===== src/design/rfb_pkg.sv =====
// ----------------------------------------------------------------------------
// rfb_pkg
// Shared types, constants and the CRC step for the RFID command frame builder.
// ----------------------------------------------------------------------------
package rfb_pkg;

  // request queue between front and back
  localparam int QDEPTH = 2;
  localparam int QPTR_W = (QDEPTH > 1) ? $clog2(QDEPTH) : 1;
  localparam int QCNT_W = $clog2(QDEPTH + 1);

  // frame constants
  localparam logic [7:0]  ADDR_ALL  = 8'hff;
  localparam logic [7:0]  LEN_WRITE = 8'h0a;
  localparam logic [7:0]  CMD_WRITE = 8'h10;
  localparam logic [7:0]  LEN_READ  = 8'h06;
  localparam logic [7:0]  CMD_READ  = 8'h12;
  localparam logic [15:0] CRC_POLY  = 16'h1021;
  localparam logic [15:0] CRC_TOP   = 16'h8000;

  // byte positions inside a frame
  typedef logic [3:0] idx_t;
  localparam idx_t IDX_ADDR   = 4'd0;
  localparam idx_t IDX_LEN    = 4'd1;
  localparam idx_t IDX_CMD    = 4'd2;
  localparam idx_t IDX_PL3    = 4'd3;
  localparam idx_t IDX_PL2    = 4'd4;
  localparam idx_t IDX_PL1    = 4'd5;
  localparam idx_t IDX_PL0    = 4'd6;
  localparam idx_t IDX_W_SEC  = 4'd7;
  localparam idx_t IDX_W_CRCH = 4'd8;
  localparam idx_t IDX_W_CRCL = 4'd9;
  localparam idx_t IDX_R_SEC  = 4'd3;
  localparam idx_t IDX_R_CRCH = 4'd4;
  localparam idx_t IDX_R_CRCL = 4'd5;

  // one classified request as queued
  typedef struct packed {
    logic        is_write;
    logic [31:0] payload;
    logic [7:0]  sector;
    logic [7:0]  addr;
  } req_t;

  // queue status toward the front and back
  typedef struct packed {
    logic full;
    logic empty;
  } qstat_t;

  // CRC-16 (poly 0x1021) update by one byte, MSB first
  function automatic logic [15:0] crc_add_byte(input logic [15:0] crc, input logic [7:0] b);
    logic [15:0] c;
    c = {crc[15:8] ^ b, 8'h00};
    for (int i = 0; i < 8; i++) begin
      if ((c & CRC_TOP) != 16'h0000) begin
        c = {c[14:0], 1'b0} ^ CRC_POLY;
      end else begin
        c = {c[14:0], 1'b0};
      end
    end
    return c ^ {crc[7:0], 8'h00};
  endfunction

endpackage


===== src/design/rfb_front.sv =====
// ----------------------------------------------------------------------------
// rfb_front
// Holds the module address register, accepts requests and queues them.
// ----------------------------------------------------------------------------
module rfb_front (
  input  logic               clk,
  input  logic               rst_n,
  input  logic               cfg_we,
  input  logic [7:0]         cfg_wdata,
  input  logic               in_tvalid,
  output logic               in_tready,
  input  logic [39:0]        in_tdata,
  input  logic               in_tuser,
  input  rfb_pkg::qstat_t    q_stat,
  output logic               q_push,
  output rfb_pkg::req_t      q_wdata
);
  import rfb_pkg::*;

  logic [7:0] addr_r;
  logic [7:0] addr_nxt;

  // module address register
  always_comb begin
    addr_nxt = addr_r;
    if (cfg_we) begin
      addr_nxt = cfg_wdata;
    end
  end

  always_ff @(posedge clk) begin
    if (!rst_n) begin
      addr_r <= ADDR_ALL;
    end else begin
      addr_r <= addr_nxt;
    end
  end

  // accept while the queue has room
  assign in_tready = !q_stat.full;
  assign q_push    = in_tvalid && in_tready;

  // classify and tag with the current address
  assign q_wdata.is_write = in_tuser;
  assign q_wdata.payload  = in_tdata[31:0];
  assign q_wdata.sector   = in_tdata[39:32];
  assign q_wdata.addr     = addr_r;

endmodule


===== src/design/rfb_queue.sv =====
// ----------------------------------------------------------------------------
// rfb_queue
// Small request queue decoupling the front from the frame serializer.
// ----------------------------------------------------------------------------
module rfb_queue (
  input  logic               clk,
  input  logic               rst_n,
  input  logic               push,
  input  rfb_pkg::req_t      wdata,
  input  logic               pop,
  output rfb_pkg::req_t      rdata,
  output rfb_pkg::qstat_t    stat
);
  import rfb_pkg::*;

  req_t              mem_r [QDEPTH];
  logic [QPTR_W-1:0] wr_ptr_r, wr_ptr_nxt;
  logic [QPTR_W-1:0] rd_ptr_r, rd_ptr_nxt;
  logic [QCNT_W-1:0] cnt_r, cnt_nxt;
  logic              do_push, do_pop;

  assign stat.full  = (cnt_r == QCNT_W'(QDEPTH));
  assign stat.empty = (cnt_r == '0);
  assign do_push    = push && !stat.full;
  assign do_pop     = pop && !stat.empty;
  assign rdata      = mem_r[rd_ptr_r];

  // pointer and count update
  always_comb begin
    wr_ptr_nxt = wr_ptr_r;
    rd_ptr_nxt = rd_ptr_r;
    cnt_nxt    = cnt_r;
    if (do_push) begin
      wr_ptr_nxt = (wr_ptr_r == QPTR_W'(QDEPTH - 1)) ? '0 : wr_ptr_r + 1'b1;
    end
    if (do_pop) begin
      rd_ptr_nxt = (rd_ptr_r == QPTR_W'(QDEPTH - 1)) ? '0 : rd_ptr_r + 1'b1;
    end
    if (do_push && !do_pop) begin
      cnt_nxt = cnt_r + 1'b1;
    end else if (do_pop && !do_push) begin
      cnt_nxt = cnt_r - 1'b1;
    end
  end

  always_ff @(posedge clk) begin
    if (!rst_n) begin
      wr_ptr_r <= '0;
      rd_ptr_r <= '0;
      cnt_r    <= '0;
    end else begin
      wr_ptr_r <= wr_ptr_nxt;
      rd_ptr_r <= rd_ptr_nxt;
      cnt_r    <= cnt_nxt;
    end
  end

  // entry storage, no reset needed
  always_ff @(posedge clk) begin
    if (do_push) begin
      mem_r[wr_ptr_r] <= wdata;
    end
  end

endmodule


===== src/design/rfb_back.sv =====
// ----------------------------------------------------------------------------
// rfb_back
// Serializes the queue head into frame bytes with a running CRC.
// ----------------------------------------------------------------------------
module rfb_back (
  input  logic               clk,
  input  logic               rst_n,
  input  rfb_pkg::req_t      q_rdata,
  input  rfb_pkg::qstat_t    q_stat,
  output logic               q_pop,
  output logic               out_tvalid,
  input  logic               out_tready,
  output logic [7:0]         out_tdata,
  output logic               out_tlast
);
  import rfb_pkg::*;

  idx_t        idx_r, idx_nxt;
  logic [15:0] crc_r, crc_nxt;
  logic        valid_r, valid_nxt;
  logic [7:0]  data_r, data_nxt;
  logic        last_r, last_nxt;

  logic        advance;
  logic [7:0]  byte_sel;
  logic        is_last;
  logic        is_crc;
  logic [15:0] crc_base;

  // one byte per cycle while a request is queued and the output register is free
  assign advance = !q_stat.empty && (!valid_r || out_tready);

  // byte of the current position
  always_comb begin
    byte_sel = 8'h00;
    is_last  = 1'b0;
    is_crc   = 1'b0;
    if (q_rdata.is_write) begin
      case (idx_r)
        IDX_ADDR:   byte_sel = q_rdata.addr;
        IDX_LEN:    byte_sel = LEN_WRITE;
        IDX_CMD:    byte_sel = CMD_WRITE;
        IDX_PL3:    byte_sel = q_rdata.payload[31:24];
        IDX_PL2:    byte_sel = q_rdata.payload[23:16];
        IDX_PL1:    byte_sel = q_rdata.payload[15:8];
        IDX_PL0:    byte_sel = q_rdata.payload[7:0];
        IDX_W_SEC:  byte_sel = q_rdata.sector;
        IDX_W_CRCH: begin
          byte_sel = crc_r[15:8];
          is_crc   = 1'b1;
        end
        IDX_W_CRCL: begin
          byte_sel = crc_r[7:0];
          is_crc   = 1'b1;
          is_last  = 1'b1;
        end
        default: byte_sel = 8'h00;
      endcase
    end else begin
      case (idx_r)
        IDX_ADDR:   byte_sel = q_rdata.addr;
        IDX_LEN:    byte_sel = LEN_READ;
        IDX_CMD:    byte_sel = CMD_READ;
        IDX_R_SEC:  byte_sel = q_rdata.sector;
        IDX_R_CRCH: begin
          byte_sel = crc_r[15:8];
          is_crc   = 1'b1;
        end
        IDX_R_CRCL: begin
          byte_sel = crc_r[7:0];
          is_crc   = 1'b1;
          is_last  = 1'b1;
        end
        default: byte_sel = 8'h00;
      endcase
    end
  end

  // CRC restarts at the first byte of each frame
  assign crc_base = (idx_r == IDX_ADDR) ? 16'h0000 : crc_r;
  assign q_pop    = advance && is_last;

  // sequencer and output register
  always_comb begin
    idx_nxt   = idx_r;
    crc_nxt   = crc_r;
    valid_nxt = valid_r;
    data_nxt  = data_r;
    last_nxt  = last_r;
    if (advance) begin
      idx_nxt   = is_last ? IDX_ADDR : idx_r + 1'b1;
      if (!is_crc) begin
        crc_nxt = crc_add_byte(crc_base, byte_sel);
      end
      valid_nxt = 1'b1;
      data_nxt  = byte_sel;
      last_nxt  = is_last;
    end else if (out_tready) begin
      valid_nxt = 1'b0;
    end
  end

  always_ff @(posedge clk) begin
    if (!rst_n) begin
      idx_r   <= IDX_ADDR;
      valid_r <= 1'b0;
    end else begin
      idx_r   <= idx_nxt;
      valid_r <= valid_nxt;
    end
    crc_r  <= crc_nxt;
    data_r <= data_nxt;
    last_r <= last_nxt;
  end

  assign out_tvalid = valid_r;
  assign out_tdata  = data_r;
  assign out_tlast  = last_r;

endmodule


===== src/design/rfid_command_frame_builder.sv =====
// ----------------------------------------------------------------------------
// rfid_command_frame_builder
// Builds CRC-16 framed sector read/write commands for an RFID module.
// ----------------------------------------------------------------------------
// Usage:
//   in_*  : one command request per item. in_tuser selects sector read (0)
//           or sector write (1); in_tdata carries payload and sector.
//   out_* : the command frame, one byte per item, out_tlast on the CRC low byte.
//           Read frames are 6 bytes, write frames are 10 bytes.
//   cfg_* : cfg_we writes the module address used as the first frame byte.
// Path: an accepted request is written into the request queue at the accepting
//   edge, and its first frame byte then passes through the byte output register.
// Throughput: one byte per cycle while out_tready is high and a request is
//   queued; set by the single byte serializer and its output register.
//   A two-entry request queue lets new requests be taken while a frame is sent.
// Reset: queue empty, serializer at the frame start, address 0xff (broadcast).
// Stall: when out_tready is low the output byte holds, the serializer waits,
//   and in_tready drops once the request queue is full.
// ----------------------------------------------------------------------------
module rfid_command_frame_builder (
  input  logic        clk,
  input  logic        rst_n,
  // configuration
  input  logic        cfg_we,
  input  logic [7:0]  cfg_wdata,    // module_address
  // request channel
  input  logic        in_tvalid,
  output logic        in_tready,
  input  logic [39:0] in_tdata,     // [31:0] payload, [39:32] sector
  input  logic        in_tuser,     // [0] func
  // frame byte channel
  output logic        out_tvalid,
  input  logic        out_tready,
  output logic [7:0]  out_tdata,    // [7:0] frame_byte
  output logic        out_tlast     // last_byte
);
  import rfb_pkg::*;

  req_t   q_wdata;
  req_t   q_rdata;
  qstat_t q_stat;
  logic   q_push;
  logic   q_pop;

  // request intake and address register
  rfb_front u_front (
    .clk       (clk),
    .rst_n     (rst_n),
    .cfg_we    (cfg_we),
    .cfg_wdata (cfg_wdata),
    .in_tvalid (in_tvalid),
    .in_tready (in_tready),
    .in_tdata  (in_tdata),
    .in_tuser  (in_tuser),
    .q_stat    (q_stat),
    .q_push    (q_push),
    .q_wdata   (q_wdata)
  );

  // request queue
  rfb_queue u_queue (
    .clk   (clk),
    .rst_n (rst_n),
    .push  (q_push),
    .wdata (q_wdata),
    .pop   (q_pop),
    .rdata (q_rdata),
    .stat  (q_stat)
  );

  // frame serializer
  rfb_back u_back (
    .clk        (clk),
    .rst_n      (rst_n),
    .q_rdata    (q_rdata),
    .q_stat     (q_stat),
    .q_pop      (q_pop),
    .out_tvalid (out_tvalid),
    .out_tready (out_tready),
    .out_tdata  (out_tdata),
    .out_tlast  (out_tlast)
  );

endmodule

===== config.mk =====
export PLATFORM = sky130hd
export DESIGN_NAME = rfid_command_frame_builder
export DESIGN_NICKNAME = d
export VERILOG_FILES = /design/src/design/rfb_pkg.sv /design/src/design/rfb_front.sv /design/src/design/rfb_queue.sv /design/src/design/rfb_back.sv /design/src/design/rfid_command_frame_builder.sv
export SDC_FILE = /design/constraint.sdc
export NUM_CORES = 1
export LEC_CHECK = 0
export BUFFER_PORTS_ARGS = -buffer_cell sky130_fd_sc_hd__buf_2
export CORE_MARGIN = 2
export CORE_UTILIZATION = 59
export DETAILED_ROUTE_END_ITERATION = 7
export GPL_TIMING_DRIVEN = 0
export PLACE_DENSITY = 0.8
export SYNTH_ARGS = -nofsm -noshare
export SYNTH_HDL_FRONTEND = slang
export SYNTH_SLANG_ARGS = --single-unit
export TNS_END_PERCENT = 1

===== constraint.sdc =====
create_clock -name clk -period 4.2 [get_ports clk]
set_clock_uncertainty 0.1 [all_clocks]
set_input_delay 0.42 -clock clk [delete_from_list [all_inputs] [get_ports clk]]
set_output_delay 0.42 -clock clk [all_outputs]
set_load 0.03 [all_outputs]

== Word level (Yosys, flattened, before mapping) ==
Memories as Yosys holds them, arrays and structs flattened. A register that Yosys moved wholly into a read port is not among the register bits.
Index checks and enable logic that the tools add are counted.

* $add $sub $neg: 5
* Eq/ne operators: 10
* Mux-type cells: 45
* Bitwise logic cells: 11
* Reduce and logical (&&, ||, !) cells: 20

{| class="wikitable"
|+ Operator list
! kind !! count
|-
| $mux 16 || 17
|-
| $mux 13 || 8
|-
| $pmux 8 s10 || 1
|-
| $pmux 8 s6 || 1
|-
| $not 3->3 || 8
|-
| $eq 4x3->1 const B || 4
|-
| $xor 16x16->16 || 1
|-
| $mux 1 || 14
|-
| $eq 4x2->1 const B || 2
|-
| $eq 4x4->1 const B || 2
|-
| $mux 8 || 1
|-
| $xor 8x8->8 || 1
|-
| $logic_and 1x1->1 || 7
|-
| $logic_not 1->1 || 5
|-
| $add 4x1->4 const B || 1
|-
| $eq 4x1->1 const B || 1
|-
| $logic_not 4->1 || 1
|-
| $mux 2 || 2
|-
| $mux 4 || 1
|-
| $reduce_bool 2->1 || 2
|-
| $reduce_or 2->1 || 2
|-
| $add 1x1->1 const B || 2
|-
| $add 2x1->2 const B || 1
|-
| $eq 2x2->1 const B || 1
|-
| 5 further kinds || 5
|}

* Flip-flop bits (word level): 42
* RAM bits: 98
* Output and inout port bits: 11
* Word-level logic and storage cells: 101
* Memories: 1

{| class="wikitable"
|+ Memories
! memory !! depth !! width !! read ports !! clocked after memory_dff !! wr ports !! line !! text
|-
| u_queue.mem_r || 2 || 49 || 1 || 1 || 1 || rfb_queue.sv:16 || <nowiki>req_t mem_r [QDEPTH];</nowiki>
|}

== Longest topological paths before layout ==
Gate-level depths: netlist of the first run.

* Depth after elaboration: 37
* Depth in mapped cells: 11
* Gate-level depth less buffers: 9

== Cells and area by module ==
Synthesis of the first run repeated with hierarchy kept, for this count alone.

* Cell total of the unflattened synthesis: 505
* Area, all modules: 6,854.1 um^2

{| class="wikitable"
|+ By module, submodules not included
! module !! instances !! cells an instance !! area an instance (um^2)
|-
| rfb_queue || 1 || 177 || 3,762.4
|-
| rfb_back || 1 || 259 || 2,488.6
|-
| rfb_front || 1 || 69 || 603.1
|}

== Worst setup path before layout of the first run ==
OpenSTA, ideal clock, no wires.

* Path type: reg-to-reg
* Start: register u_queue.cnt_r[0]
* End: memory u_queue.mem_r[0][0] (netlist name), enable pin
* Library setup time: 0.457 ns
* Arrival: 2.956 ns
* Required time: 3.643 ns
* Path slack: 0.687 ns
* Stages on the path, launching flop included: 4
* Buffers on the path: 0
* Period minus slack after synthesis: 3.513 ns
* Path through: dfxtp_1 nand2b_1 nand2_1 nor2_1

* Cells in the longest elaborated chain, start to end: 6

{| class="wikitable"
|+ RTL lines
! what !! line !! text
|-
| start: declaration || rfb_queue.sv:19 || <nowiki>logic [QCNT_W-1:0] cnt_r, cnt_nxt;</nowiki>
|-
| start signal: assignment || rfb_queue.sv:54 || <nowiki>cnt_r <= cnt_nxt;</nowiki>
|-
| $eq 2x2->1 (*) || rfb_queue.sv:22 || <nowiki>assign stat.full = (cnt_r == QCNT_W'(QDEPTH));</nowiki>
|-
| $logic_not 1->1 (*) || rfb_front.sv:40 || <nowiki>assign in_tready = !q_stat.full;</nowiki>
|-
| named net in_tready || rfid_command_frame_builder.sv:28 || <nowiki>output logic in_tready,</nowiki>
|-
| $logic_and 1x1->1 || rfb_front.sv:41 || <nowiki>assign q_push = in_tvalid && in_tready;</nowiki>
|-
| $logic_and 1x1->1 (*) || rfb_queue.sv:24 || <nowiki>assign do_push = push && !stat.full;</nowiki>
|-
| $mux 1 (*) || rfb_queue.sv:60 || <nowiki>if (do_push) begin</nowiki>
|-
| $mux 1 (not written as such) (*) || rfb_queue.sv:61 || <nowiki>mem_r[wr_ptr_r] <= wdata;</nowiki>
|-
| end: declaration || rfb_queue.sv:16 ||
|}

The timed path passes the listed nets; every way through them passes the cells marked *.

== Worst setup path in the final report of the first run ==
* Start: register u_back.idx_r[0]
* End: register u_back.crc_r[7], data pin

{| class="wikitable"
|+ RTL lines
! what !! line !! text
|-
| start: declaration || rfb_back.sv:18 || <nowiki>idx_t idx_r, idx_nxt;</nowiki>
|-
| start signal: assignment || rfb_back.sv:108 || <nowiki>idx_r <= idx_nxt;</nowiki>
|-
| $eq 4x4->1 (tied with other cells) || rfb_back.sv:39 || <nowiki>case (idx_r)</nowiki>
|-
| $pmux 8 s10 or $pmux 8 s6 (tied branches) || rfb_back.sv:39, rfb_back.sv:60 ||
|-
| $mux 8 (*) || rfb_back.sv:38 || <nowiki>if (q_rdata.is_write) begin</nowiki>
|-
| named net u_back.byte_sel[6] || rfb_back.sv:25 || <nowiki>logic [7:0] byte_sel;</nowiki>
|-
| $xor 8x8->8 (*) || rfb_pkg.sv:54 || <nowiki>c = {crc[15:8] ^ b, 8'h00};</nowiki>
|-
| $mux 16 (*) || rfb_back.sv:92 || <nowiki>if (!is_crc) begin</nowiki>
|-
| $mux 16 (*) || rfb_back.sv:90 || <nowiki>if (advance) begin</nowiki>
|-
| $mux 13 (*) || rfb_pkg.sv:56 || <nowiki>if ((c & CRC_TOP) != 16'h0000) begin</nowiki>
|-
| [... 10 more ...] || -- ||
|-
| $mux 16 (*) || rfb_back.sv:90 ||
|-
| $mux 13 (*) || rfb_pkg.sv:56 ||
|-
| $mux 16 (*) || rfb_back.sv:92 ||
|-
| $mux 16 (*) || rfb_back.sv:90 ||
|-
| $mux 13 (*) || rfb_pkg.sv:56 ||
|-
| $mux 16 (*) || rfb_back.sv:92 ||
|-
| $mux 16 (*) || rfb_back.sv:90 ||
|-
| $xor 16x16->16 (*) || rfb_pkg.sv:62 || <nowiki>return c ^ {crc[7:0], 8'h00};</nowiki>
|-
| end signal: assignment || rfb_back.sv:111 || <nowiki>crc_r <= crc_nxt;</nowiki>
|-
| end: declaration || rfb_back.sv:19 || <nowiki>logic [15:0] crc_r, crc_nxt;</nowiki>
|}

The timed path passes the listed nets; every way through them passes the cells marked *. The select of a mux whose other input is x is not followed.
A chain may end at the register's enable or synchronous reset.

==> results.yml, run 1 <==
timing:
  rsz0062_at_grt: "no"
  fmax_ghz: 0.277
  setup_tns_ns: 0
  hold_viol: 0
  worst_pin_slew_ns: 1.25
  finalMaxSlewViolations: 0
  relSlewSlack: 0.163
  setup_violations: 0
  fin_crit_sh: 0.859
  whs_ns: 0.0113
  final.min_clock_period_ns: 3.61
worst_setup_path:
  arrival_ns: 3.78
  worstSetupStartpointType: "flip-flop"
  cp_cell_sequence: "inv_1 -> ha_1 -> buf_2 -> nand3b_1 -> o22ai_1 -> nor4_1 -> o22ai_4 -> xor2_2 -> xor2_2 -> xnor3_1"
  criticalPathCategory: "flip-flop to flip-flop"
  max_stage_delay_ns: 0.52
  cp_slowest_cell: "nor4_1"
  cp-end-kind: "flip-flop"
  worst_path_most_repeated_cell: "xor2_2"
  crit_fanout: 10
  required_ns: 4.37
global_routing:
  grt_usage: 0.274
  grt_max_degree: 41
  grt_pass1_wl_microns: 23000
  overflow: 0
  grt_pass1_vias: 4277
  antenna_found_initial: 0
routing:
  antenna_left: 0
  firstDrtPassIters: 5
  wl_microns: 14900
  drcViolationCount: 0
  drt_iter0_markers: 372
  vias: 4159
  wl_per_cell_microns: 21.0
  via_per_inst: 5.85
power:
  leakagePower_nw: 2.77
  pwr_density_cell_nw_per_um2: 613
  ir_drop_v: 0.000368
clock_tree:
  cts.clk_slew.worst_paths_ns: 0.06
  numCtsBuffers: 17
  cts_root_buf: "clkbuf_8"
  cts_tree: "built"
  cts.htree.levels: 4
  cts_resized: 0
  clk_latency_ns: 0.52
  cts_sinks: 141
  clock_path_buffers: 2
yosys:
  ys_top_cells_by_area: "edfxtp_1 (58%), mux2i_1 (8.7%), dfxtp_1 (5.7%)"
  synth_top_cell_by_area: "edfxtp_1"
  synthesis.area_sq_um: 6320
  synthFlopType: "edfxtp_1"
  ys_seq_elements: 141
  synth-edff-count: 123
  yosys_warnings: 0
  syn_inst: 439
  synth_top_area_share: 0.585
  syn_nets: 499
  async_flop_share: 0
  synth_cell_type_count: 56
  avgSynthCellArea_sq_um: 14.4
  ys_seq_area_frac: 0.642
status:
  status: "finished clean"
min_path:
  hold_path_class: "input port to flip-flop"
cells_and_area:
  final_common_cell: "edfxtp_1"
  antenna_cells: 0
  drive_above_1_share: 0.221
  final_cells: 711
  fin_nets: 622
  final_cell_mix: "edfxtp_1 (123), buf_2 (73), mux2i_1 (55)"
  syn_to_final_growth_pct: 23.9
floorplanning:
  fp-row-count: 37
  start_util: 0.609
  coreArea_sq_um: 10400
  die_area_sq_um: 11600
  ioPinCount: 65
  dieWidth_microns: 107
  die-height_microns: 107
placement:
  dp_hpwl_microns: 9780
  place_inst: 640
  finalWeightedCongestion: 0.941
  io_buffers: 63
run:
  maxCapViolCount: 0
[power by group]
part / internal, mW / total (mW) / switching (mW)
clock network: 0.908 / 1.49 / 0.579
logic: 0.539 / 1.29 / 0.748
registers: 1.86 / 2.02 / 0.167
[logic make-up (layout without fill, tap and decap cells)]
family / after synthesis / in the layout / share of synthesized area
and+or+nand+nor: 100 / 100 / 0.0792
adders and majority gates: 6 / 6 / 0.0119
muxes: 59 / 59 / 0.0949
buffers and inverters: 27 / 163 / 0.0222
AOI/OAI and AO/OA: 71 / 71 / 0.0873
DFF: 141 / 141 / 0.642
xor gates and xnor gates: 35 / 35 / 0.0630
[state kept, by name (all words and copies together) (netlist names), named ones only]
register	cells
u_back.out_tdata	8
u_queue.cnt_r	2
u_queue.mem_r	98
u_back.out_tlast	1
u_front.addr_r	8
u_queue.rd_ptr_r	1
u_queue.wr_ptr_r	1
u_back.out_tvalid	1
u_back.idx_r	4
u_back.crc_r	16
[synth_stat cells (all sizes together) (2+ instances only)]
cell     instances
edfxtp         123
mux2i           55
nand2           36
xor2            28
o22ai           24
dfxtp           18
nor2            18
buf             17
a22oi            9
nand3            8
o21ai            8
and2             7
ha               6
inv              6
o221ai           6
nand2b           5
nor4             5
o2bb2ai          5
xnor2            5
a21oi            4
clkbuf           4
mux2             4
nand3b           4
nor2b            4
nor3             3
o211ai           3
a22o             2
a31oi            2
and3b            2
or3              2
or3b             2
xnor3            2
[worst paths after layout]
check | end | cells after the start | from | slack (ns)
worst max-delay path | u_back.crc_r[7] | 10 | u_back.idx_r[0] | 0.59
worst min-delay path | u_queue.mem_r[0][31] | 1 | in_tdata[15] | 0.01
worst max register to register | u_back.crc_r[7] | 10 | u_back.idx_r[0] | 0.59
worst min register to register | u_queue.mem_r[0][5] | 0 | u_front.addr_r[5] | 0.36
[what timing repair did]
| action | in CTS | in global routing |
|---|---|---|
| hold buffers | 39 | 0 |
| setup buffers | 0 | 0 |
| endpoints found under the hold margin | 77 | 0 |
| setup endpoints to repair | 0 | 0 |
[area by class of cell]
class	count	area (sq um)
Multi-Input combinational cell	271	2130
Buffer	21	118
Timing Repair Buffer	104	746
Sequential cell	141	4050
Fill cell	651	2540
Tap cell	136	170
Clock buffer	19	422
Clock inverter	13	164
Inverter	6	22.5
[worst max-delay path: cells and delay by family (launching register included)]
kind | cells | cell delay, ns
buf+inv | 2 | 0.30
simple gates | 2 | 0.94
fa+ha+maj | 1 | 0.25
compound gates | 2 | 0.36
flops | 1 | 0.46
xor+xnor | 3 | 0.94
[metal layers]
layer	GRT usage	part of all wire	wire length, microns	up-vias
met2	0.446	0.49	7280	174
met1	0.366	0.41	6150	2035
met4	0.116	0.029	440	0
li1	-	-	-	1920
met5	0	0	0	-
met3	0.0472	0.071	1050	30
[stage by stage]
step	power [mW]	cell area (sq um)	utilization	setup slack, ns
2_1_floorplan	2.94	6320	-	0.687
3_3_place_gp	3.24	6800	0.656	-0.0762
3_5_place_dp	3.28	6850	0.661	0.630
4_1_cts	4.80	7830	0.755	0.570
5_1_grt	5.00	7830	0.755	0.360
6_report	4.80	7830	0.755	0.591
No activity file was read; power rests on OpenSTA's default activity.
==> run 2: changes to the inputs <==
--- a/config.mk
+++ b/config.mk
@@ -7,10 +7,10 @@
 export LEC_CHECK = 0
 export BUFFER_PORTS_ARGS = -buffer_cell sky130_fd_sc_hd__buf_2
 export CORE_MARGIN = 2
-export CORE_UTILIZATION = 59
+export CORE_UTILIZATION = 60
 export DETAILED_ROUTE_END_ITERATION = 7
 export GPL_TIMING_DRIVEN = 0
-export PLACE_DENSITY = 0.8
+export PLACE_DENSITY = 0.81
 export SYNTH_ARGS = -nofsm -noshare
 export SYNTH_HDL_FRONTEND = slang
 export SYNTH_SLANG_ARGS = --single-unit
==> constraint.sdc (replaced) <==
create_clock -name clk -period 4.55 [get_ports clk]
set_clock_uncertainty 0.1 [all_clocks]
set_input_delay 0.455 -clock clk [delete_from_list [all_inputs] [get_ports clk]]
set_output_delay 0.455 -clock clk [all_outputs]
set_load 0.03 [all_outputs]
==> run 2 against run 1 <==
Effect of this change:
- utilization up 0.53 points
- clock power down 7%
- wire length shrank 2.0%
- highest routed layer unchanged
- flip-flop and latch count is the same
- sequential power is 7% lower
- via count grew 0.22%
- largest power group unchanged
- first-iteration DRC count increased by 4.8%
- combinational power decreased by 8%
- critical path type unchanged
==> results.yml, run 2 (same netlist as run 1, synthesis figures left out) <==
status:
  status: "finished clean"
clock_tree:
  cts_resized: 0
  cts.htree.levels: 4
  cts_root_buf: "clkbuf_8"
  numCtsBuffers: 17
  ctsHoldBuffers: 28
  cts_sinks: 141
  cts.clk_slew.worst_paths_ns: 0.06
  clk_latency_ns: 0.54
  post-cts-setup-buffers: 0
  cts_tree: "built"
  clock_path_buffers: 2
global_routing:
  grt_pass1_wl_microns: 22000
  grt_usage: 0.267
  grt_pass1_vias: 4165
  grt_max_degree: 41
  antenna_found_initial: 0
  overflow: 0
cells_and_area:
  fin_nets: 620
  final_common_cell: "edfxtp_1"
  syn_to_final_growth_pct: 23.7
  final_cell_mix: "edfxtp_1 (123), buf_2 (73), mux2i_1 (55)"
  largest_reg_flops: 98
  post-route-util: 0.760
  drive_above_1_share: 0.222
  antenna_cells: 0
  regMostFlops: "u_queue.mem_r"
  largestRegisters: "u_queue.mem_r: 98 flops, u_back.crc_r: 16 flops"
power:
  leakagePower_nw: 2.77
  ir_drop_v: 0.000346
  pwr_density_cell_nw_per_um2: 568
floorplanning:
  dieWidth_microns: 107
  die-height_microns: 107
  ioPinCount: 65
  die_area_sq_um: 11400
  start_util: 0.615
  coreArea_sq_um: 10300
  fp-row-count: 37
placement:
  dp_hpwl_microns: 9410
  finalWeightedCongestion: 0.935
  io_buffers: 63
timing:
  fmax_ghz: 0.284
  worst_pin_slew_ns: 1.24
  hold_viol: 0
  rsz0062_at_grt: "no"
  fin_crit_sh: 0.773
  finalMaxSlewViolations: 0
  setup_tns_ns: 0
  whs_ns: 0.0219
  relSlewSlack: 0.169
  setup_violations: 0
  final.min_clock_period_ns: 3.52
routing:
  drcViolationCount: 0
  firstDrtPassIters: 6
  vias: 4168
  wl_per_cell_microns: 20.6
  via_per_inst: 5.88
  wl_microns: 14600
  drt_iter0_markers: 390
  antenna_left: 0
worst_setup_path:
  criticalPathCategory: "flip-flop to flip-flop"
  cp-end-kind: "flip-flop"
  worstSetupStartpointType: "flip-flop"
  crit_fanout: 10
  required_ns: 4.73
  arrival_ns: 3.70
min_path:
  hold_path_class: "input port to flip-flop"
run:
  maxCapViolCount: 0
run 2: cell count changes in the layout (fill, tap and decap cells not counted):
cell,previous run,this run
clkbuf_1,6,5
inv_6,3,4
clkinv_2,0,1
clkinv_4,2,1
buf_16,0,1
clkinvlp_4,3,2
clkinv_1,2,3
buf_12,2,1
dlygate4sd3_1,39,37
run 2: metrics by stage:
| stage | worst slack (ns) | std cells | cell area, sq um | total power, mW |
|---|---|---|---|---|
| 2_1_floorplan | 1.04 | 439 | 6320 | 2.71 |
| 3_3_place_gp | 0.286 | 638 | 6800 | 2.98 |
| 3_5_place_dp | 1.09 | 640 | 6860 | 3.03 |
| 4_1_cts | 1.05 | 700 | 7720 | 4.43 |
| 5_1_grt | 0.863 | 709 | 7810 | 4.62 |
| 6_report | 1.03 | 709 | 7810 | 4.44 |
run 2: area by class of cell:
class	count	area [sq um]
clock inverters	14	165
inverters	6	22.5
plain buffers	21	118
multi-input cells	271	2130
fillers	654	2460
clock buffers	18	418
repair buffers	102	733
well taps	136	170
flip-flops and latches	141	4050
run 2: layer usage:
metal  vias to the layer above  track usage  wire, microns
met1                      2023        0.347           5970
met4                         0        0.116            428
li1                       1913            -              -
met2                       190        0.426           7200
met3                        42       0.0705           1030
met5                         -            0              0
run 2: power breakdown:
part	internal [mW]	switching [mW]	leakage (nW)
clock network	0.836	0.542	0.279
registers	1.71	0.153	1.29
logic	0.498	0.693	1.21
run 2: worst paths after layout:
check | depth (start not counted) | startpoint | end | slack (ns)
max | 10 | u_back.idx_r[0] | u_back.crc_r[6] | 1.03
min | 1 | in_tdata[19] | u_queue.mem_r[1][35] | 0.02
max reg2reg | 10 | u_back.idx_r[0] | u_back.crc_r[6] | 1.03
min reg2reg | 0 | u_front.addr_r[3] | u_queue.mem_r[0][3] | 0.36
run 2: critical path, cell delays in order (launching register included):
cell	delay, ns
dfxtp_1	0.44
inv_1	0.11
ha_1	0.25
buf_2	0.20
nand3b_1	0.41
o22ai_1	0.15
nor4_1	0.50
o22ai_4	0.19
xor2_4	0.27
xor2_2	0.27
xnor3_1	0.35
==> run 3: changes to the inputs <==
--- a/config.mk
+++ b/config.mk
@@ -7,10 +7,10 @@
 export LEC_CHECK = 0
 export BUFFER_PORTS_ARGS = -buffer_cell sky130_fd_sc_hd__buf_2
 export CORE_MARGIN = 2
-export CORE_UTILIZATION = 60
+export CORE_UTILIZATION = 59
 export DETAILED_ROUTE_END_ITERATION = 7
 export GPL_TIMING_DRIVEN = 0
-export PLACE_DENSITY = 0.81
+export PLACE_DENSITY = 0.8
 export SYNTH_ARGS = -nofsm -noshare
 export SYNTH_HDL_FRONTEND = slang
 export SYNTH_SLANG_ARGS = --single-unit
==> constraint.sdc (replaced) <==
create_clock -name clk -period 3.5 [get_ports clk]
set_clock_uncertainty 0.1 [all_clocks]
set_input_delay 0.35 -clock clk [delete_from_list [all_inputs] [get_ports clk]]
set_output_delay 0.35 -clock clk [all_outputs]
set_load 0.03 [all_outputs]
==> run 3 against run 2 <==
Effect of this change:
- final area rose by 2.7%
- worst hold slack improved by 0.085 ns
- combinational power grew 34%
- sequential power up 30%
- utilization up 1.4 points
- register-to-register slack worse by 0.91 ns
- power rose by 32%
==> results.yml, run 3 (same netlist as run 1, synthesis figures left out) <==
cells_and_area:
  drive_above_1_share: 0.235
  final_cells: 728
  antenna_cells: 0
  fillCellCount: 626
  largest_reg_flops: 98
  largestRegisters: "u_queue.mem_r: 98 flops, u_back.crc_r: 16 flops"
  final_common_cell: "edfxtp_1"
  final_area_sq_um: 8030
  regMostFlops: "u_queue.mem_r"
  fin_nets: 639
  post-route-util: 0.774
  final_cell_mix: "edfxtp_1 (123), buf_2 (73), mux2i_1 (55)"
  syn_to_final_growth_pct: 27.0
global_routing:
  gr-max-usage-layer: "met2"
  grt_max_degree: 39
  grt_pass1_wl_microns: 24000
  gr-usage-met2: 0.473
  grt_util_met1: 0.378
  use_met3: 0.0478
  grt_pass1_vias: 4368
  grt_usage: 0.287
  overflow: 0
  antenna_found_initial: 0
worst_setup_path:
  worstSetupStartpoint: "u_back.idx_r[0]"
  cp-end-kind: "flip-flop"
  crit_fanout: 10
  r2r_setup_slack_ns: 0.12
  r2r-end: "u_back.crc_r[7]"
  arrival_ns: 3.54
  worstSetupStartpointType: "flip-flop"
  reg2reg_from: "u_back.idx_r[0]"
  required_ns: 3.67
  reg2reg_depth: 9
  setup.worst_path.end: "u_back.crc_r[7]"
  criticalPathCategory: "flip-flop to flip-flop"
timing:
  finalMaxSlewViolations: 0
  setup_violations: 0
  setup_ws_ns: 0.124
  worst_pin_slew_ns: 1.24
  whs_ns: 0.107
  final.min_clock_period_ns: 3.38
  relSlewSlack: 0.168
  rsz0062_at_grt: "no"
  fmax_ghz: 0.296
  hold_viol: 0
  setup_tns_ns: 0
  fin_crit_sh: 0.965
power:
  power_mw: 5.86
  pwr_density_cell_nw_per_um2: 730
  leakagePower_nw: 2.86
  ir_drop_v: 0.000518
placement:
  place_inst: 640
  dp_slack_ns: -0.148
  io_buffers: 63
  finalWeightedCongestion: 0.953
  dp_hpwl_microns: 9560
  placed_area_sq_um: 6850
min_path:
  hold_path_class: "input port to flip-flop"
  holdPathStages: 3
routing:
  via_per_inst: 5.89
  firstDrtPassIters: 5
  wl_microns: 15900
  drcViolationCount: 0
  vias: 4289
  wl_per_cell_microns: 21.9
  drt_iter0_markers: 353
  antenna_left: 0
floorplanning:
  fp-row-count: 37
  die-height_microns: 107
  die_area_sq_um: 11600
  coreArea_sq_um: 10400
  ioPinCount: 65
  dieWidth_microns: 107
  start_util: 0.609
clock_tree:
  clk_latency_ns: 0.53
  cts_sinks: 141
  cts.htree.levels: 4
  cts_root_buf: "clkbuf_8"
  cts.clk_slew.worst_paths_ns: 0.06
  clock_path_buffers: 2
  numCtsBuffers: 17
  cts_tree: "built"
status:
  status: "finished clean"
run:
  maxCapViolCount: 0
==> run 3: cell type report <==
cell class / count / area (sq um) / share of cell area
Timing Repair Buffer: 121 / 901 / 0.112
Clock inverter: 14 / 181 / 0.0226
Clock buffer: 18 / 418 / 0.0521
Sequential cell: 141 / 4050 / 0.505
Tap cell: 136 / 170 / 0.0212
Inverter: 6 / 22.5 / 0.00281
Multi-Input combinational cell: 271 / 2160 / 0.269
Buffer: 21 / 118 / 0.0147
==> run 3: layer usage <==
metal	up-vias	wire length (microns)
li1	1947	-
met1	2114	6410
met2	193	7900
met3	35	1140
met4	0	459
met5	-	0
==> run 3: how the worst min path moves through the flow <==
stage	startpoint	end	slack, ns
CTS	out_tready	u_back.out_tvalid	0.11
finish	out_tready	u_back.out_tvalid	0.11
global placement	u_front.addr_r[6]	u_queue.mem_r[0][6]	0.33
global route	out_tready	u_back.out_tvalid	0.13
floorplan	u_front.addr_r[0]	u_queue.mem_r[0][0]	0.32
detailed placement	u_front.addr_r[6]	u_queue.mem_r[1][6]	0.35
==> run 3: worst max-delay path, stage by stage, from the launching register on <==
cell     delay, ns
dfxtp_1       0.46
ha_1          0.27
or3b_1        0.35
buf_2         0.19
buf_2         0.22
o22ai_1       0.32
nor4_1        0.09
o22ai_1       0.43
xor2_2        0.29
xnor3_1       0.39
==> run 3: where the power goes <==
part | leakage [nW] | internal [mW] | switching [mW]
combinational | 1.29 | 0.665 | 0.927
clock | 0.285 | 1.10 | 0.736
sequential | 1.29 | 2.23 | 0.205
==> run 3: repair_timing <==
action                                 4_1_cts  5_1_grt
gates resized for setup                      0        4
hold buffers                                50        0
endpoints found under the hold margin       91        0
pin swaps                                    3        0
setup endpoints to repair                    2        2
buffers inserted                             6        0
